$ cat src/pld_pkg.sv
`timescale 1ns / 1ps

package pld_pkg;

    localparam int COORD_WIDTH_DEF = 32;
    localparam int FRAC_BITS_DEF   = 16;

    typedef enum logic [1:0] {
        CMD_GENERAL     = 2'd0,
        CMD_TWO_POINTS  = 2'd1,
        CMD_POINT_SLOPE = 2'd2
    } cmd_t;

endpackage

$ cat src/pld_cell.sv
`timescale 1ns / 1ps

module pld_cell #(
    parameter int COORD_WIDTH = 32,
    parameter bit DO_DIST     = 1'b0,
    parameter bit DO_FOOT     = 1'b0,
    parameter bit DO_SQRT     = 1'b0
) (
    input  logic                          aclk,
    input  logic                          aresetn,
    input  logic                          ce,
    input  logic                          in_valid,
    input  logic                          in_degen,
    input  logic [2*COORD_WIDTH+1:0]      in_d2,
    input  logic                          in_dsat,
    input  logic [2*COORD_WIDTH+1:0]      in_dr,
    input  logic [2*COORD_WIDTH-1:0]      in_dn,
    input  logic [2*COORD_WIDTH-1:0]      in_dq,
    input  logic                          in_xsat,
    input  logic                          in_xneg,
    input  logic [2*COORD_WIDTH+1:0]      in_xr,
    input  logic [COORD_WIDTH-1:0]        in_xn,
    input  logic [COORD_WIDTH-1:0]        in_xq,
    input  logic                          in_ysat,
    input  logic                          in_yneg,
    input  logic [2*COORD_WIDTH+1:0]      in_yr,
    input  logic [COORD_WIDTH-1:0]        in_yn,
    input  logic [COORD_WIDTH-1:0]        in_yq,
    input  logic [COORD_WIDTH:0]          in_sr,
    input  logic [COORD_WIDTH-1:0]        in_root,
    output logic                          out_valid,
    output logic                          out_degen,
    output logic [2*COORD_WIDTH+1:0]      out_d2,
    output logic                          out_dsat,
    output logic [2*COORD_WIDTH+1:0]      out_dr,
    output logic [2*COORD_WIDTH-1:0]      out_dn,
    output logic [2*COORD_WIDTH-1:0]      out_dq,
    output logic                          out_xsat,
    output logic                          out_xneg,
    output logic [2*COORD_WIDTH+1:0]      out_xr,
    output logic [COORD_WIDTH-1:0]        out_xn,
    output logic [COORD_WIDTH-1:0]        out_xq,
    output logic                          out_ysat,
    output logic                          out_yneg,
    output logic [2*COORD_WIDTH+1:0]      out_yr,
    output logic [COORD_WIDTH-1:0]        out_yn,
    output logic [COORD_WIDTH-1:0]       out_yq,
    output logic [COORD_WIDTH:0]          out_sr,
    output logic [COORD_WIDTH-1:0]        out_root
);
    import pld_pkg::*;

    localparam int W   = COORD_WIDTH;
    localparam int DW  = 2 * W + 2;
    localparam int SRW = W + 1;

    logic [DW:0]             dt, xt, yt, dd;
    logic                    dge, xge, yge, sge;
    logic [SRW+1:0]          st, trial;
    logic [DW-1:0]           dr_next, xr_next, yr_next;
    logic [2*W-1:0]          dn_next, dq_next;
    logic [W-1:0]            xn_next, xq_next, yn_next, yq_next, root_next;
    logic [SRW-1:0]          sr_next;

    always_comb begin
        dd        = {1'b0, in_d2};
        dt        = {in_dr, in_dn[2*W-1]};
        xt        = {in_xr, in_xn[W-1]};
        yt        = {in_yr, in_yn[W-1]};
        dge       = dt >= dd;
        xge       = xt >= dd;
        yge       = yt >= dd;
        st        = {in_sr, in_dq[2*W-1:2*W-2]};
        trial     = (SRW+2)'({in_root, 2'b01});
        sge       = st >= trial;

        dr_next   = in_dr;
        dn_next   = in_dn;
        dq_next   = in_dq;
        xr_next   = in_xr;
        xn_next   = in_xn;
        xq_next   = in_xq;
        yr_next   = in_yr;
        yn_next   = in_yn;
        yq_next   = in_yq;
        sr_next   = in_sr;
        root_next = in_root;

        // one restoring quotient bit of n*n / d2
        if (DO_DIST) begin
            dr_next = dge ? DW'(dt - dd) : DW'(dt);
            dn_next = in_dn << 1;
            dq_next = {in_dq[2*W-2:0], dge};
        end
        // one quotient bit of each foot coordinate
        if (DO_FOOT) begin
            xr_next = xge ? DW'(xt - dd) : DW'(xt);
            xn_next = in_xn << 1;
            xq_next = {in_xq[W-2:0], xge};
            yr_next = yge ? DW'(yt - dd) : DW'(yt);
            yn_next = in_yn << 1;
            yq_next = {in_yq[W-2:0], yge};
        end
        // one root bit, two radicand bits a step
        if (DO_SQRT) begin
            sr_next   = sge ? SRW'(st - trial) : SRW'(st);
            dq_next   = in_dq << 2;
            root_next = {in_root[W-2:0], sge};
        end
    end

    always_ff @(posedge aclk) begin
        if (!aresetn) begin
            out_valid <= 1'b0;
        end else if (ce) begin
            out_valid <= in_valid;
        end
    end

    always_ff @(posedge aclk) begin
        if (ce) begin
            out_degen <= in_degen;
            out_d2    <= in_d2;
            out_dsat  <= in_dsat;
            out_dr    <= dr_next;
            out_dn    <= dn_next;
            out_dq    <= dq_next;
            out_xsat  <= in_xsat;
            out_xneg  <= in_xneg;
            out_xr    <= xr_next;
            out_xn    <= xn_next;
            out_xq    <= xq_next;
            out_ysat  <= in_ysat;
            out_yneg  <= in_yneg;
            out_yr    <= yr_next;
            out_yn    <= yn_next;
            out_yq    <= yq_next;
            out_sr    <= sr_next;
            out_root  <= root_next;
        end
    end

endmodule

$ cat config.mk
export PLATFORM = sky130hd
export DESIGN_NAME = pld_cell
export DESIGN_NICKNAME = d
export VERILOG_FILES = /design/src/pld_pkg.sv /design/src/pld_cell.sv
export SDC_FILE = /design/constraint.sdc
export NUM_CORES = 1
export LEC_CHECK = 0
export ABC_AREA = 1
export BUFFER_PORTS_ARGS = -buffer_cell sky130_fd_sc_hd__buf_2
export CORE_AREA = 4 4 458 460
export CTS_CLUSTER_DIAMETER = 100
export DETAILED_ROUTE_END_ITERATION = 8
export DIE_AREA = 0 0 462 464
export GPL_TIMING_DRIVEN = 0
export PLACE_DENSITY = 0.32
export REMOVE_ABC_BUFFERS = 1
export SYNTH_ARGS = -nofsm -noshare
export SYNTH_HDL_FRONTEND = slang
export SYNTH_SLANG_ARGS = --single-unit
$ cat constraint.sdc
create_clock -name aclk -period 1.55 [get_ports aclk]
set_input_delay 0.0775 -clock aclk [delete_from_list [all_inputs] [get_ports aclk]]
set_output_delay 0.0775 -clock aclk [all_outputs]
set_load 0.005 [all_outputs]
Word-level counts from Yosys, hierarchy flattened
Index checks and enable logic that the tools add are counted.
{ "word_totals": {"reg_bits": 592, "output_inout_bits": 592} }

Depth between registers and ports, before layout
Gate-level depths: netlist of the first run.
{ "depth": {"word_depth": 0, "mapped_depth": 4} }

Worst setup path after synthesis of the first run
No wires, ideal clock.
{ "synth_timing": {"path_kind": "reg-to-reg", "from": "reg out_valid (netlist name)", "to": "reg out_valid", "n_path_buf": 0, "setup_time_ps": 114, "period_less_slack_ps": 572, "stages_incl_launch_ff": 3, "arrival_ps": 458, "slack_ps": 978, "cell_sequence": "dfxtp_1 nor2_1 nor2_2"} }
{ "synth_lines": {"columns": ["item", "line_no", "text"], "rows": [
  ["to (signal assigned)", "pld_cell.sv:116", "out_valid <= in_valid;"],
  ["to (decl)", "pld_cell.sv:31", "output logic out_valid,"]
]} }

==> run summary, run 1 <==
Finish-stage setup viols - 0
CTS tree - done
total congestion overflow - 0
Hold Slack - -0.110 ns
vias in the first global route - 16159
Synth Register Bits - 592
Via density - 2.74
area of the mapped netlist - 17800 sq um
CTS clk-pin slew, worst paths - 0.06 ns
core area - 206000 sq um
EDFF count, synth - 591
area grow syn2layout - 110%
Non-Filler Instances - 5384
count leader, synth - edfxtp_1
register area share after synthesis - 0.999
Final nets - 3175
initial antenna violation count - 91
Routed Antenna Nets - 0
post-synthesis cell type count - 6
Max Cap Viol - 0
CP Launch Type - input pin
Synth area leader - edfxtp_1
fill cell count - 22498
top post-synthesis cells by area - edfxtp_1 (100%), dfxtp_1 (0.11%), nand2_1 (0.042%)
placed cells - 4492
layout cells sized above 1 - 0.502
die width - 462 um
clock sink count - 592
final slew viol count - 0
RSZ-0062 raised after global routing - false
TritonCTS buffer count - 88
CP Cell Sequence - buf_12 > buf_16 > buf_16 > nand2_1 > nand2_1 > nor2_2
Synthesis Warnings - 0
Gate Count Post-Synth - 597
Iteration-0 DRC Markers - 574
failing checks - negative hold slack
clk_lat worst skew - 0.69 ns
Post-CTS Setup Bufs - 0
Max Freq - 0.686 GHz
Crit Path Class - in2reg
Residual DRC - 0
Crit Path Max Fanout - 106
port bufs - 1186
first-pass GRT wire length - 150000 um
Total Wirelength - 119000 um
main flop type after synthesis - edfxtp_1
asr flop ratio synth - 0
Starting Density - 0.0863
Crit path largest cell delay - 0.43 ns
critical path required time - 2.13 ns
Final period util - 0.940
Setup TNS Final - 0 ns
worst-path cell with the longest stage delay - buf_12
cts hold-fix bufs - 702
pin count of the biggest net entering global routing - 119
area share of the largest cell type after synthesis - 0.998
WL/cell - 22.1 um
htree depth - 3
Worst slew margin - 0.514
Lkg Pwr - 0.0149 uW
Final Skew - 0 ns
DIE AREA - 214000 sq um
syn_area_per_cell - 29.8 sq um
status - finished, violations left
Critical Path AT - 2.04 ns
Worst-Margin Slew - 0.729 ns
min-delay worst type - in2reg
gr usage total - 0.106
top cells by count, synth - edfxtp_1 (591), nand2_1 (2)
DRT Pass-1 Iters - 5
Setup crit end kind - flip-flop
Peak VDD IR - 825 uV
Final HPWL DP - 96400 um
Row Count - 167
via count - 14774
Pwr Density - 1210 nW/um^2
die span in y - 464 um
root buffer cell - clkbuf_16
final-report hold violation count - 61
worst-case clock buffer depth - 3
I/O Pins - 1187
minimum clock period - 1.46 ns
Routability Congestion - 0.796
[per-stage QoR]
stage | power (uW) | util | worst slack, ns | hold slack (ns) | instance area [sq um]
after floorplan | 19900 | - | 0.978 | 0.176 | 17800
after global placement | 23500 | 0.132 | -10.76 | 0.254 | 27100
after detailed placement | 23200 | 0.132 | -0.858 | 0.256 | 27300
after CTS | 46600 | 0.181 | -0.0122 | -0.199 | 37200
after global routing | 47500 | 0.181 | 0.0211 | -0.153 | 37300
final | 45200 | 0.181 | 0.0932 | -0.110 | 37300
[worst max-delay path: cells and delay by family]
family / cells / cell delay [ns]
AND/OR/NAND/NOR: 3 / 0.32
buffers and inverters: 3 / 1.26
[power breakdown]
| part | total [uW] | internal, uW | leakage [uW] | switching [uW] |
|---|---|---|---|---|
| sequential | 19400 | 19000 | 0.00579 | 357 |
| clock | 20900 | 12400 | 0.00142 | 8510 |
| combinational | 4930 | 2500 | 0.00768 | 2420 |
| total | 45200 | 33900 | 0.0149 | 11300 |
[area by class of cell]
type / count / area (sq um) / area share
Sequential cell: 592 / 17800 / 0.476
Timing Repair Buffer: 1893 / 13100 / 0.352
Clock buffer: 101 / 2290 / 0.0615
Inverter: 1 / 3.75 / 0.000101
Antenna cell: 30 / 75.1 / 0.00201
Clock inverter: 59 / 658 / 0.0176
Tap cell: 2704 / 3380 / 0.0907
Multi-Input combinational cell: 4 / 17.5 / 0.000469
[logic make-up (layout without fill, tap and decap cells)]
group / after synthesis / after routing / share of synthesized area
simple gates: 4 / 4 / 0.000985
buf+inv: 1 / 2054 / 0.000211
other cells: 0 / 30 / 0
flops: 592 / 592 / 0.999
[path summary, 6_finish.rpt]
| path | startpoint | endpoint | slack (ns) | cells after the start |
|---|---|---|---|---|
| worst min register to register | out_valid | out_valid | 0.51 | 2 |
| worst max-delay path | ce | out_valid | 0.09 | 6 |
| worst max register to register | out_valid | out_valid | 0.93 | 2 |
| worst min-delay path | ce | out_dq[28] | -0.11 | 1 |
[repair_timing]
action,CTS,global route
hold endpoints to repair,691,99
setup endpoints to repair,4,0
gates resized for setup,2,0
[per-layer routing]
metal | track usage | wire length [um] | vias up
met3 | 0.0762 | 19500 | 252
met5 | 0.00792 | 463 | -
met1 | 0.109 | 42400 | 6972
met2 | 0.170 | 53300 | 1023
li1 | - | - | 6489
met4 | 0.0296 | 3560 | 38
[cells in the final DEF, fill, tap and decap left out]
cell type and n:
clkinv_2 11, clkinv_1 11, buf_12 1, nand2_1 2
clkbuf_16 90, inv_1 1, bufinv_16 10, clkbuf_1 11
dlygate4sd3_1 702, clkinvlp_4 7, buf_2 1184, inv_6 8
diode_2 30, inv_16 1, dfxtp_1 1, buf_4 1
edfxtp_1 591, nor2_1 1, clkinv_4 8, buf_16 5
clkinv_8 3, nor2_2 1
[state kept, by name (all words and copies together), names as in the netlist]
signal and flops:
out_root 32, out_xneg 1, out_ysat 1, out_xr 66
out_yr 66, out_dsat 1, out_yneg 1, out_dn 64
out_xsat 1, out_yn 32, out_xn 32, out_sr 33
out_yq 32, out_valid 1, out_d2 66, out_xq 32
out_dq 64, out_degen 1, out_dr 66
(Power assumes the default switching activity.)
==> run 2, diff against run 1 <==
Settings changed: CELL_PAD_IN_SITES_DETAIL_PLACEMENT from default to 0, CELL_PAD_IN_SITES_GLOBAL_PLACEMENT from default to 1, PLACE_DENSITY 0.32 to 0.35.
Clock period 1.55 ns to 1.8 ns, I/O delays scaled along.
==> run summary, run 2 (synthesized netlist as in run 1, its figures left out) <==
status - complete, no violations (was finished, violations left)
CP Cell Sequence - buf_2 (was buf_12 > buf_16 > buf_16 > nand2_1 > nand2_1 > nor2_2)
reg2reg start - out_valid (unchanged)
Total Wirelength - 115000 um (was 119000 um)
Final nets - 3202 (was 3175)
I/O Pins - 1187 (unchanged)
cts hold-fix bufs - 729 (was 702)
CTS tree - done (unchanged)
Post-CTS Setup Bufs - 0 (unchanged)
Non-Filler Instances - 5405 (was 5384)
initial antenna violation count - 90 (was 91)
Worst Hold Launch - ce (unchanged)
Layout Utilization - 0.182 (was 0.181)
port bufs - 1186 (unchanged)
DIE AREA - 214000 sq um (unchanged)
CP Launch Type - flip-flop (was input pin)
pin count of the biggest net entering global routing - 109 (was 119)
die span in y - 464 um (unchanged)
Lkg Pwr - 0.0150 uW (was 0.0149 uW)
Iteration-0 DRC Markers - 673 (was 574)
DRT Pass-1 Iters - 5 (unchanged)
RSZ-0062 raised after global routing - false (unchanged)
gr usage total - 0.102 (was 0.106)
area grow syn2layout - 111% (was 110%)
placed cells - 4493 (was 4492)
Via density - 2.72 (was 2.74)
Starting Density - 0.0863 (unchanged)
crit path buf inv count - 1 (was 3)
Crit path largest cell delay - 0.49 ns (was 0.43 ns)
Residual DRC - 0 (unchanged)
final-report hold violation count - 0 (was 61)
min-delay worst type - in2reg (unchanged)
layout cells sized above 1 - 0.497 (was 0.502)
post_cts resized - 0 (was 2)
total congestion overflow - 0 (unchanged)
clk_lat worst skew - 0.69 ns (about the same)
core area - 206000 sq um (unchanged)
commonest non-fill, non-tap cell in the layout - buf_2 (unchanged)
worst-case clock buffer depth - 3 (unchanged)
die width - 462 um (unchanged)
fill cell count - 22464 (was 22498)
root buffer cell - clkbuf_16 (unchanged)
DR top layer - met5 (unchanged)
CTS clk-pin slew, worst paths - 0.06 ns (about the same)
WL met1 - 42900 um (was 42400 um)
Final Skew - 0 ns (unchanged)
Crit Path Max Fanout - 1 (was 106)
Final HPWL DP - 91100 um (was 96400 um)
Setup crit end kind - output port (was flip-flop)
WL/cell - 21.2 um (was 22.1 um)
Routability Congestion - 0.835 (was 0.796)
Max Cap Viol - 0 (unchanged)
vias in the first global route - 15880 (was 16159)
first-pass GRT wire length - 145000 um (was 150000 um)
Routed Antenna Nets - 0 (unchanged)
Worst-Margin Slew - 0.762 ns (was 0.729 ns)
TritonCTS buffer count - 84 (was 88)
Finish-stage setup viols - 0 (unchanged)
Final period util - 0.814
final slew viol count - 0 (unchanged)
critical path required time - 1.71 ns (was 2.13 ns)
worst-path cell with the longest stage delay - edfxtp_1 (was buf_12)
total power - 37700 uW (was 45200 uW)
Critical Path AT - 1.38 ns (was 2.04 ns)
metal3 WL - 15900 um (was 19500 um)
Max Freq - 0.682 GHz
commonest cells after routing, fill and taps aside - buf_2 (1185), dlygate4sd3_1 (724), edfxtp_1 (591) (was buf_2 (1184), dlygate4sd3_1 (702), edfxtp_1 (591))
htree depth - 3 (unchanged)
Row Count - 167 (unchanged)
CP startpoint - out_xr[46] (was ce)
via count - 14719 (was 14774)
Crit Path Class - reg2out (was in2reg)
Pwr Density - 1010 nW/um^2 (was 1210 nW/um^2)
Peak VDD IR - 675 uV (was 825 uV)
metal2 WL - 52400 um (was 53300 um)
clock sink count - 592 (unchanged)
Worst slew margin - 0.492 (was 0.514)
Crit path max-delay family - flip-flops (was buffers and inverters)
minimum clock period - 1.47 ns
## run 2: final cells by class
type                    count  area [sq um]  area share
flip-flops and latches    592         17800       0.474
well taps                2704          3380      0.0902
repair buffers           1924         13600       0.361
diodes                     31          77.6     0.00207
clock buffers              95          2140      0.0571
clock inverters            54           566      0.0151
multi-input cells           4          17.5    0.000467
inverters                   1          3.75    0.000100
## run 2: path summary, 6_finish.rpt
kind	end	slack, ns	cells past startpoint
hold reg to reg	out_valid	0.48	2
hold / removal	out_d2[39]	0.06	3
setup / recovery	out_xr[46]	0.33	1
setup reg to reg	out_valid	1.21	2
## run 2: tightest hold or removal path, stage by stage
cell	delay, ns
buf_8	0.13
buf_16	0.16
buf_12	0.18
## run 2: power breakdown
| group | leakage [uW] | internal (uW) | switching [uW] |
|---|---|---|---|
| clock | 0.00131 | 9670 | 7090 |
| sequential | 0.00579 | 16400 | 329 |
| combinational | 0.00788 | 2230 | 1990 |
| total | 0.0150 | 28300 | 9410 |
## run 2: stage by stage
stage          area [sq um]  worst slack (ns)  hold WS (ns)  TNS [ns]
6_report              37500             0.334        0.0612         0
2_1_floorplan         17800              1.23         0.189         0
5_1_grt               37500             0.209       0.00740         0
3_3_place_gp          27100            -10.42         0.267  -6026.18
4_1_cts               37400             0.162       -0.0892         0
3_5_place_dp          27300            -0.224         0.268    -35.26
## run 2: per-layer routing
metal  global-route usage  vias to the layer above
met1                0.110                     6948
met4               0.0335                       38
li1                     -                     6559
met3               0.0601                      218
met2                0.166                      956
met5                    0                        -
